### src/hdl/lpht_pkg.sv
`timescale 1ns / 1ps
// Shared constants, codes and types of the linear probing hash table.
package lpht_pkg;

  localparam int unsigned LogDepth = 10;
  localparam int unsigned Depth    = 1 << LogDepth;

  localparam int unsigned CmdW    = 2;
  localparam int unsigned KeyW    = 32;
  localparam int unsigned ValW    = 32;
  localparam int unsigned StatusW = 3;
  localparam int unsigned ProbeW  = 5;

  localparam logic [ProbeW-1:0] MaxProbeReset = 5'd8;

  localparam logic [CmdW-1:0] CMD_INSERT = 2'd0;
  localparam logic [CmdW-1:0] CMD_REMOVE = 2'd1;
  localparam logic [CmdW-1:0] CMD_LOOKUP = 2'd2;

  localparam logic [StatusW-1:0] ST_INSERTED  = 3'd0;
  localparam logic [StatusW-1:0] ST_REMOVED   = 3'd1;
  localparam logic [StatusW-1:0] ST_FOUND     = 3'd2;
  localparam logic [StatusW-1:0] ST_NOT_FOUND = 3'd3;
  localparam logic [StatusW-1:0] ST_FULL      = 3'd4;

  typedef struct packed {
    logic            valid;
    logic [KeyW-1:0] key;
    logic [ValW-1:0] value;
  } slot_t;

  typedef struct packed {
    logic load;
    logic probe;
    logic clear;
  } ctrl_cmd_t;

  typedef struct packed {
    logic clear_last;
    logic finish;
  } dp_stat_t;

endpackage

### src/hdl/lpht_ctrl.sv
`timescale 1ns / 1ps
// Controller state machine: clearing pass, idle and probe sequencing.
module lpht_ctrl (
  input  logic                 clk_i,
  input  logic                 rst_ni,
  input  logic                 start,
  output logic                 busy,
  input  lpht_pkg::dp_stat_t   stat_i,
  output lpht_pkg::ctrl_cmd_t  cmd_o
);

  typedef enum logic [1:0] {
    S_CLEAR,
    S_IDLE,
    S_PROBE
  } state_e;

  state_e state_q, state_d;
  logic   busy_q;

  always_comb begin
    state_d = state_q;
    case (state_q)
      S_CLEAR: begin
        if (stat_i.clear_last) begin
          state_d = S_IDLE;
        end
      end
      S_IDLE: begin
        if (start) begin
          state_d = S_PROBE;
        end
      end
      S_PROBE: begin
        if (stat_i.finish) begin
          state_d = S_IDLE;
        end
      end
      default: state_d = S_CLEAR;
    endcase
  end

  always_ff @(posedge clk_i or negedge rst_ni) begin
    if (!rst_ni) begin
      state_q <= S_CLEAR;
      busy_q  <= 1'b1;
    end else begin
      state_q <= state_d;
      busy_q  <= (state_d != S_IDLE);
    end
  end

  assign busy        = busy_q;
  assign cmd_o.load  = (state_q == S_IDLE) && start;
  assign cmd_o.probe = (state_q == S_PROBE);
  assign cmd_o.clear = (state_q == S_CLEAR);

endmodule

### config.mk
export PLATFORM = sky130hd
export DESIGN_NAME = lpht_ctrl
export DESIGN_NICKNAME = d
export VERILOG_FILES = /design/src/hdl/lpht_pkg.sv /design/src/hdl/lpht_ctrl.sv
export SDC_FILE = /design/constraint.sdc
export NUM_CORES = 1
export LEC_CHECK = 0
export BUFFER_PORTS_ARGS = -buffer_cell sky130_fd_sc_hd__buf_2
export CAP_MARGIN = 5
export CORE_AREA = 2 2 39 41
export CTS_CLUSTER_SIZE = 10
export DETAILED_ROUTE_END_ITERATION = 6
export DIE_AREA = 0 0 41 43
export GPL_ROUTABILITY_DRIVEN = 0
export PLACE_DENSITY = 0.4
export SLEW_MARGIN = 20
export SYNTH_ARGS = -nofsm -noshare
export SYNTH_HDL_FRONTEND = slang
export SYNTH_SLANG_ARGS = --single-unit
### constraint.sdc
create_clock -name clk_i -period 2.71 [get_ports clk_i]
set_clock_uncertainty 0.2 [all_clocks]
set_input_delay 0.271 -clock clk_i [delete_from_list [all_inputs] [get_ports clk_i]]
set_output_delay 0.271 -clock clk_i [all_outputs]
set_load 0.05 [all_outputs]
==> results of run 1 <==
cells in the final DEF (no fill, tap or decap), drive strengths merged:
master / n
nand2b: 2
nor2: 2
clkbuf: 4
dfstp: 1
dfrtp: 2
inv: 1
nand2: 1
a21o: 1
a21oi: 2
nor2b: 1
buf: 8
dlygate4sd3: 1
o22ai: 1
power by group through the flow:
stage          combinational [mW]  sequential (mW)  clock [mW]
5_1_grt                     0.201           0.0988      0.0889
3_3_place_gp                0.183           0.0914           0
4_1_cts                     0.188           0.0933      0.0817
2_1_floorplan               0.122            0.118           0
3_5_place_dp                0.186           0.0938           0
6_report                    0.187           0.0935      0.0774
cell families after synthesis:
kind of cell | synth area share, %
compound gates | 16.8
flops | 54.0
simple gates | 26.5
buf+inv | 2.65
how the worst max path moves through the flow:
stage,startpoint,end,depth (start not counted)
after detailed placement,state_q[0],cmd_o[1],2
after global placement,state_q[0],cmd_o[2],3
after floorplan,state_q[0],cmd_o[2],2
final,state_q[0],cmd_o[2],3
after global routing,state_q[0],cmd_o[2],3
after CTS,state_q[0],cmd_o[1],2
flip-flops by register name (all words and copies together) (netlist names):
signal / flops
busy: 1
state_q: 2
layout make-up:
cell class                 count  share of cell area (%)
clock buffer                   4                    11.1
inverter                       1                    1.58
multi-input combinational     10                    25.8
sequential                     3                    32.1
tap                           16                    8.42
timing repair buffer           9                    21.1
layer usage:
| metal | wire, µm | up-vias |
|---|---|---|
| met1 | 211 | 67 |
| met5 | 0 | - |
| met2 | 112 | 9 |
| met3 | 56 | 0 |
| met4 | 0 | 0 |
| li1 | - | 73 |
through the flow:
step	worst slack, ns	power, mW	utilization, %	cell area, µm²
floorplan	1.10	0.240	-	141
global placement	1.39	0.274	14.6	201
detailed placement	1.36	0.280	14.6	201
CTS	1.10	0.363	17.2	238
global route	1.02	0.388	17.2	238
finish	1.11	0.358	17.2	238
==> summary.txt, run 1 <==
Run status
  • Outcome: completed

Min path
  • Hold Path Origin: stat_i[0]
  • Hold Path Depth: 2
  • Hold path endpoint: busy
  • Type of the worst min-delay path: in2reg

Synth
  • Largest cells by area after synthesis: dfrtp_1 35%, dfstp_2 19%, nor2b_4 9.7%
  • Unique masters post-synth: 10
  • Post-synthesis sequential area ratio: a little over half
  • Commonest cells in the netlist: 2 x a21oi_1, 2 x dfrtp_1, 2 x nand2b_1, 2 x nor2_1
  • Synth Register Bits: 3
  • Post-synth top area share: between 30% and 40%
  • Syn nets: 19
  • Dominant synthesized flop cell: dfrtp_1
  • FFs w/ async S/R, synth: 100%
  • Synth Area per Inst: approximately 10 µm²
  • Area leader, netlist: dfrtp_1
  • Post-synth EDFFs: 0
  • Synthesized area: 141 µm²
  • Mapped Cells: 14
  • Yosys warnings: 0

Global route
  • First-pass GRT wire length: around 690 µm
  • Overall Global Routing Usage: roughly 7.0%
  • Routing usage on met2: ~6.6%
  • Largest net degree at the start of global routing: 6
  • Initial antenna violation count: 0
  • Busiest grt layer: met3
  • Vias in the first global route: around 150
  • Met1 Track Usage GR: 7.79%
  • GR met3 Demand/Resource: 9.95%
  • Remaining Overflow, GRT: 0

Timing
  • Worst-Margin Slew: 0.257 ns
  • Final Cycle Share: roughly three fifths
  • Slew HR: 83.0%
  • Fmax: between 600 and 700 MHz
  • Min Clock Period, post-route: 1.60 ns
  • Hold Slack: approximately 0.030 ns
  • Final Max Tran Viols: 0
  • Final setup viols: 0
  • Fin. Hold Viols: 0
  • Setup Total Neg Slack: 0 ns
  • Unrepaired setup endpoints after global routing: false

Setup path
  • FF-to-FF Start: state_q[0]
  • Crit path DAT: between 1 and 1.5 ns
  • WP data required: around 2.2 ns
  • Crit path cell chain: nand2_1 > nor2_1 > buf_2
  • Reg2reg setup slack: between 1.5 and 2 ns
  • CP startpoint kind: flip-flop
  • Slowest-stage cell, CP: dfrtp_1
  • Crit-path max FO: 5
  • Buf+Inv Stages, Crit Path: 1
  • Critical path type: reg2out
  • Crit path capture type: output port
  • Critical path's top delay family: flip-flops
  • FF-to-FF path depth: 3
  • Reg-to-Reg End: state_q[0]
  • Worst path max stage delay: around 0.44 ns

Clocking
  • # clock sinks: 3
  • H-tree Lvls: 1
  • Num CTS Buffers: 3
  • Clock slew at reported path FFs: roughly 0.04 ns
  • Root buf cell: clkbuf_4
  • CTS tree: done
  • Clk_lat worst skew: between 0.2 and 0.25 ns
  • Post-cts gate resize count: 0
  • CTS max path bufs: 2
  • Hold_buf cts: 1
  • Postcts setup bufs: 0

Floorplanning
  • Die area: roughly 0.0018 mm²
  • Die Height: 43 µm
  • Starting Density: between 10% and 20%
  • Die width: 41 µm
  • Floorplan row count: 14
  • Ports: 9
  • Core area: ~0.0014 mm²

Pwr
  • Seq pwr share: a little over a quarter
  • Power Dens Cells: ~1500 mW/mm²
  • Net Sw Frac: between 50% and 60%
  • Clock share of power: around 22%
  • P_sw: roughly 180 µW
  • Comb pwr share: 52.2%
  • Int Pwr: about 180 µW
  • Worst ir drop on vdd: about 0.00053 V
  • Lkg Pwr: around 0.12 nW

Route
  • Remaining antenna violation count after routing: 0
  • Final WL: 380 µm
  • DR DRC count: 0
  • DRT iter0 DRCs: 14
  • DR pass1 iterations: 4
  • WL per Instance: around 9 µm
  • Via density: roughly 3.5
  • DR vias: 149

Final layout
  • N_diodes: 0
  • Area growth from synthesis to layout: 68.1%
  • Multi-input logic area: ~61 µm²
  • Fin nets: 33
  • Filler instances: about 150
  • Register area: between 70 and 80 µm²
  • Non-filler cells, final: 43
  • Share of cells above drive strength 1: between 50% and 60%

Placement
  • Input/output buffers: 8
  • DP Cell Count: 38

Job
  • Max Cap Violations: 0
(Power assumes the default switching activity.)
==> run 2, diff against run 1 <==
--- a/config.mk
+++ b/config.mk
@@ -5,6 +5,7 @@
 export SDC_FILE = /design/constraint.sdc
 export NUM_CORES = 1
 export LEC_CHECK = 0
+export ABC_AREA = 1
 export BUFFER_PORTS_ARGS = -buffer_cell sky130_fd_sc_hd__buf_2
 export CAP_MARGIN = 5
 export CORE_AREA = 2 2 39 41
@@ -12,7 +13,7 @@
 export DETAILED_ROUTE_END_ITERATION = 6
 export DIE_AREA = 0 0 41 43
 export GPL_ROUTABILITY_DRIVEN = 0
-export PLACE_DENSITY = 0.4
+export PLACE_DENSITY = 0.41
 export SLEW_MARGIN = 20
 export SYNTH_ARGS = -nofsm -noshare
 export SYNTH_HDL_FRONTEND = slang
==> constraint.sdc (replaced) <==
create_clock -name clk_i -period 1.42 [get_ports clk_i]
set_clock_uncertainty 0.2 [all_clocks]
set_input_delay 0.142 -clock clk_i [delete_from_list [all_inputs] [get_ports clk_i]]
set_output_delay 0.142 -clock clk_i [all_outputs]
set_load 0.05 [all_outputs]
==> run 2 against run 1 <==
Effect of this change: first-iteration DRC count fell by 93%; power increased by 100%; sequential power rose by 91%; highest routed layer unchanged; largest power group unchanged.
==> summary.txt, run 2 <==
Setup path
  • Crit-path max FO: 3 (-2)
  • WP data required: 1.08 ns (-1.16 ns)
  • Critical path type: reg2out
  • Buf+Inv Stages, Crit Path: 2 (+1)
  • Crit path capture type: output port
  • Crit path cell chain: inv_2 > nand2_2 > nor2_2 > buf_6
  • Worst path max stage delay: 0.40 ns (-0.04 ns)
  • Crit path DAT: 1.04 ns (-0.09 ns)
  • CP startpoint kind: flip-flop
  • Slowest-stage cell, CP: dfrtp_1
  • Critical path's top delay family: flip-flops

Floorplanning
  • Starting Density: 10.5% (+0.27 points)
  • Die Height: 43 µm (unchanged)
  • Die width: 41 µm (unchanged)
  • Die area: 0.00176 mm² (unchanged)
  • Ports: 9 (unchanged)
  • Core area: 0.00138 mm² (unchanged)
  • Floorplan row count: 14 (unchanged)

Synth
  • Syn nets: 25 (+6)
  • Mapped Cells: 20 (+6)
  • Post-synth EDFFs: 0 (unchanged)
  • Post-synthesis sequential area ratio: 52.6% (-1.4 points)
  • Synth Area per Inst: 7.26 µm² (-28%)
  • Synthesized area: 145 µm² (+2.7%)
  • Unique masters post-synth: 7 (-3)
  • Commonest cells in the netlist: 5 x inv_1, 4 x nand2_1, 4 x nor2_1
  • Synth Register Bits: 3 (unchanged)
  • Dominant synthesized flop cell: dfrtp_1
  • Area leader, netlist: dfrtp_1
  • Yosys warnings: 0 (unchanged)
  • Largest cells by area after synthesis: dfrtp_1 34%, dfstp_2 18%, inv_1 13%
  • FFs w/ async S/R, synth: 100% (unchanged)
  • Post-synth top area share: 34.5% (-0.92 points)
  • Count leader, synth: inv_1

Timing
  • Hold Slack: 0.0310 ns (+0.000847 ns)
  • Slew HR: 83.6% (+0.60 points)
  • Worst-Margin Slew: 0.248 ns (-0.00908 ns)
  • Min Clock Period, post-route: around 1.4 ns
  • Fin. Hold Viols: 0 (unchanged)
  • Final Max Tran Viols: 0 (unchanged)
  • Unrepaired setup endpoints after global routing: true
  • Final setup viols: 0 (unchanged)
  • Setup ws final: 0.0359 ns (-1.08 ns)
  • Final Cycle Share: roughly 97%
  • Fmax: roughly 720 MHz

Placement
  • DP Cell Count: 44 (+16%)
  • DP HPWL: 266 µm
  • Worst slack at placement: 0.155 ns (-1.21 ns)
  • Input/output buffers: 8 (unchanged)

Run status
  • Outcome: completed

Clocking
  • Clock slew at reported path FFs: 0.03 ns (about the same)
  • CTS tree: done
  • Clk_lat worst skew: 0.23 ns (about the same)
  • Num CTS Buffers: 3 (unchanged)
  • H-tree Lvls: 1 (unchanged)
  • # clock sinks: 3 (unchanged)
  • CTS max path bufs: 2 (unchanged)
  • Postcts setup bufs: 0 (unchanged)
  • Root buf cell: clkbuf_4

Final layout
  • N_diodes: 0 (unchanged)
  • Largest register FFs: 2 (unchanged)
  • Fin nets: 41 (+24%)
  • Non-filler cells, final: 51 (+19%)
  • Most common cell after layout, fill and taps aside: buf_2
  • Commonest cells after routing, fill and taps aside: 5 x buf_2, 4 x inv_1, 4 x clkbuf_4
  • Largest Register: state_q
  • Share of cells above drive strength 1: 48.6% (-3.3 points)
  • Area growth from synthesis to layout: 94.8%

Global route
  • Initial antenna violation count: 0 (unchanged)
  • Largest net degree at the start of global routing: 6 (unchanged)
  • Remaining Overflow, GRT: 0 (unchanged)
  • First-pass GRT wire length: 524 µm (-24%)
  • Vias in the first global route: 154 (+0.65%)
  • Overall Global Routing Usage: 5.34% (-1.7 points)

Pwr
  • Lkg Pwr: 0.151 nW (+28%)
  • Power Dens Cells: 2550 mW/mm² (+69%)
  • Worst ir drop on vdd: 0.000757 V (+43%)

Route
  • Via density: 3.35 (-3.2%)
  • Remaining antenna violation count after routing: 0 (unchanged)
  • DR vias: 171 (+15%)
  • DRT iter0 DRCs: 1 (-13)
  • WL per Instance: 6.82 µm (-23%)
  • DR DRC count: 0 (unchanged)
  • DR pass1 iterations: 2 (-2)
  • Final WL: 348 µm (-8.4%)

Job
  • Max Cap Violations: 0 (unchanged)

Min path
  • Type of the worst min-delay path: in2reg
-- run 2: changes by cell type after synthesis, sizes merged, moves of 2 or more --
cell    delta
nand2b     -2
nand3      +3
nand2      +3
a21oi      -2
inv        +4
nor2       +2
-- run 2: metal layers --
layer  global-route usage, %  vias to the layer above  wire length (µm)  share of wire [%]
li1                        -                       89                 -                  -
met1                    5.19                       76               174                 50
met2                    5.00                        6               153                 44
met3                    4.71                        0                20                5.7
met4                    8.00                        0                 0                  0
met5                       0                        -                 0                  0
-- run 2: worst register-to-register path, delay by kind of cell (launching register included) --
kind                   cells  cell delay, ns
AND/OR/NAND/NOR            3            0.23
buffers and inverters      1            0.07
flip-flops                 1            0.44
-- run 2: worst paths after layout --
kind / from / to / slack (ns) / cells after the start
max: state_q[1] / cmd_o[2] / 0.04 / 4
min in group asynchronous: rst_ni / state_q[1] / 0.04 / 2
max reg2reg: state_q[0] / busy / 0.41 / 4
min reg2reg: state_q[1] / busy / 0.41 / 3
max in group asynchronous: rst_ni / busy / 0.79 / 2
min: start / state_q[1] / 0.03 / 3
-- run 2: kinds of logic after synthesis --
family	synth area share, %
DFF	52.6
buffers and inverters	12.9
and+or+nand+nor	31.0
AOI/OAI and AO/OA	3.44
-- run 2: report_power, final --
group / internal, mW / switching [mW]
Clock: 0.105 / 0.0423
Combinational: 0.115 / 0.279
Sequential: 0.136 / 0.0431
Total: 0.356 / 0.365
-- run 2: stage by stage --
step	area, µm²	power, mW	TNS [ns]	utilization, %
2_1_floorplan	153	0.458	0	-
3_3_place_gp	213	0.532	0	15.4
3_5_place_dp	213	0.533	0	15.4
4_1_cts	275	0.710	0	19.9
5_1_grt	283	0.771	-0.0324	20.4
6_report	283	0.721	0	20.4
-- run 2: what timing repair did --
action,in CTS,in global routing
setup endpoints to repair,1,3
hold endpoints to repair,5,0
gates cloned,0,0
resized for setup,3,4
hold buffers,3,0
-- run 2: final cells by class --
type                            instances  area [µm²]
Fill cell                             161        1100
Timing Repair Buffer                   11        81.3
Sequential cell                         3        76.3
Multi-Input combinational cell         12        60.1
Clock buffer                            4        26.3
Tap cell                               16        20.0
Inverter                                5        18.8
==> run 3, diff against run 2 <==
--- a/config.mk
+++ b/config.mk
@@ -13,7 +13,7 @@
 export DETAILED_ROUTE_END_ITERATION = 6
 export DIE_AREA = 0 0 41 43
 export GPL_ROUTABILITY_DRIVEN = 0
-export PLACE_DENSITY = 0.41
+export PLACE_DENSITY = 0.4
 export SLEW_MARGIN = 20
 export SYNTH_ARGS = -nofsm -noshare
 export SYNTH_HDL_FRONTEND = slang
==> constraint.sdc (replaced) <==
create_clock -name clk_i -period 1.5 [get_ports clk_i]
set_clock_uncertainty 0.2 [all_clocks]
set_input_delay 0.15 -clock clk_i [delete_from_list [all_inputs] [get_ports clk_i]]
set_output_delay 0.15 -clock clk_i [all_outputs]
set_load 0.05 [all_outputs]
==> run 3 against run 2 <==
Effect of this change: hold slack better by 0.0078 ns; sequential power is 5% lower; first-iteration DRC count grew to 6.0 times the previous value; register-to-register slack better by 0.10 ns; largest power group unchanged; count of clock-buffer cells in the layout stayed put; utilization is 0.27 points lower; largest cell class unchanged; via count is 4.7% higher; highest routed layer unchanged; global-route usage is 1.8 points higher; combinational power is 8.6% lower.
==> summary.txt, run 3 (synthesis gave the netlist of run 2 again) <==
Route
  • DR DRC count: 0 (unchanged)
  • DR pass1 iterations: 4 (+2)
  • DRT iter0 DRCs: 6 (+5)
  • Via density: 3.51 (+4.7%)
  • DR vias: 179 (+4.7%)
  • Remaining antenna violation count after routing: 0 (unchanged)
  • Final WL: 399 µm (+15%)
  • WL per Instance: 7.82 µm (+15%)

Clocking
  • Num CTS Buffers: 3 (unchanged)
  • H-tree Lvls: 1 (unchanged)
  • Clock slew at reported path FFs: 0.04 ns (about the same)
  • Clk_lat worst skew: 0.23 ns (about the same)
  • Root buf cell: clkbuf_4
  • # clock sinks: 3 (unchanged)
  • CTS tree: done
  • CTS max path bufs: 2 (unchanged)

Job
  • Max Cap Violations: 0 (unchanged)

Placement
  • Placed inst area: 213 µm² (unchanged)
  • Input/output buffers: 8 (unchanged)
  • DP HPWL: 289 µm (+8.6%)

Setup path
  • Crit path capture type: output port
  • CP startpoint kind: flip-flop
  • Crit path DAT: 1.05 ns (about the same)
  • WP data required: 1.15 ns (+0.07 ns)
  • Critical path type: reg2out
  • Crit-path max FO: 3 (unchanged)
  • Reg2reg setup slack: 0.51 ns (+0.10 ns)

Global route
  • Overall Global Routing Usage: 7.13% (+1.8 points)
  • Vias in the first global route: 195 (+27%)
  • GR met3 Demand/Resource: 6.28% (+1.6 points)
  • Initial antenna violation count: 0 (unchanged)
  • First-pass GRT wire length: 745 µm (+42%)
  • Met1 Track Usage GR: 5.14% (-0.050 points)
  • Largest net degree at the start of global routing: 6 (unchanged)
  • Remaining Overflow, GRT: 0 (unchanged)
  • Busiest grt layer: met2
  • Routing usage on met2: 9.69% (+4.7 points)

Final layout
  • Multi-input logic area: 57.6 µm² (-4.2%)
  • Share of cells above drive strength 1: 48.6% (unchanged)
  • Area growth from synthesis to layout: 92.2%
  • Register area: 77.6 µm² (+1.6%)
  • Largest Register: state_q
  • Fin nets: 41 (unchanged)
  • Filler instances: 164 (+1.9%)
  • N_diodes: 0 (unchanged)
  • Largest register FFs: 2 (unchanged)
  • Final instance area: 279 µm² (-1.3%)
  • Commonest cells after routing, fill and taps aside: 6 x buf_2, 4 x inv_1, 4 x nand2_1, 4 x clkbuf_4
  • Most common cell after layout, fill and taps aside: buf_2

Timing
  • Setup Total Neg Slack: 0 ns (unchanged)
  • Final setup viols: 0 (unchanged)
  • Final Max Tran Viols: 0 (unchanged)
  • Min Clock Period, post-route: between 1 and 1.5 ns
  • Slew HR: 83.4% (-0.19 points)
  • Final Cycle Share: around 93%
  • Fin. Hold Viols: 0 (unchanged)
  • Worst-Margin Slew: 0.251 ns (+0.00288 ns)
  • Unrepaired setup endpoints after global routing: false
  • Fmax: 715 MHz

Run status
  • Outcome: completed

Floorplanning
  • Core area: 0.00138 mm² (unchanged)
  • Die area: 0.00176 mm² (unchanged)
  • Ports: 9 (unchanged)
  • Die width: 41 µm (unchanged)
  • Floorplan row count: 14 (unchanged)
  • Die Height: 43 µm (unchanged)
  • Starting Density: 10.5% (unchanged)

Min path
  • Type of the worst min-delay path: in2async

Pwr
  • Lkg Pwr: 0.149 nW (-1.6%)
  • Worst ir drop on vdd: 0.000720 V (-4.8%)
  • Power Dens Cells: 2420 mW/mm² (-5.0%)
## run 3: final timing paths
path / cells after the start / end / start
setup / recovery: 4 / cmd_o[2] / state_q[1]
hold / removal: 2 / state_q[1] / rst_ni
setup reg to reg: 3 / state_q[1] / state_q[1]
hold reg to reg: 3 / busy / state_q[1]
max in group asynchronous: 2 / busy / rst_ni
min in group clk_i: 3 / state_q[1] / start
## run 3: layout make-up
cell class,count,share of cell area (%)
timing repair buffer,11,28.3
inverter,5,6.73
multi-input combinational,12,20.6
sequential,3,27.8
tap,16,7.17
clock buffer,4,9.42
## run 3: power breakdown
group / internal (mW) / switching (mW) / total [mW]
Combinational: 0.0966 / 0.263 / 0.360
Clock: 0.100 / 0.0462 / 0.146
Sequential: 0.132 / 0.0381 / 0.170
Total: 0.328 / 0.348 / 0.676
## run 3: worst max-delay path, cell delays in order, from the launching register on
cell and delay (ns):
dfrtp_1 0.40, inv_2 0.08, nand2_1 0.07, nor2_2 0.10, buf_6 0.16
## run 3: routing by layer
layer	wire length, µm	part of all wire (%)	vias to the layer above
li1	-	-	90
met1	144	36	79
met2	205	51	10
met3	49	12	0
met4	0	0	0
met5	0	0	-
## run 3: timing repair
| item | 4_1_cts | 5_1_grt |
|---|---|---|
| resized for setup | 1 | 4 |
| hold endpoints to repair | 6 | 0 |
| buffers inserted | 0 | 0 |
| endpoints found under the setup margin | 1 | 2 |
| hold buffers | 3 | 0 |
## run 3: through the flow
step | power (mW) | std cells | util (%) | hold WS [ns] | worst slack, ns
6_report | 0.676 | 51 | 20.2 | 0.0388 | 0.102
5_1_grt | 0.741 | 51 | 20.2 | 0.0526 | 0.0155
2_1_floorplan | 0.434 | 20 | - | -0.346 | 0.130
4_1_cts | 0.678 | 51 | 19.6 | 0.0301 | 0.0391
3_5_place_dp | 0.504 | 44 | 15.4 | -0.250 | 0.244
3_3_place_gp | 0.502 | 44 | 15.4 | -0.252 | 0.246
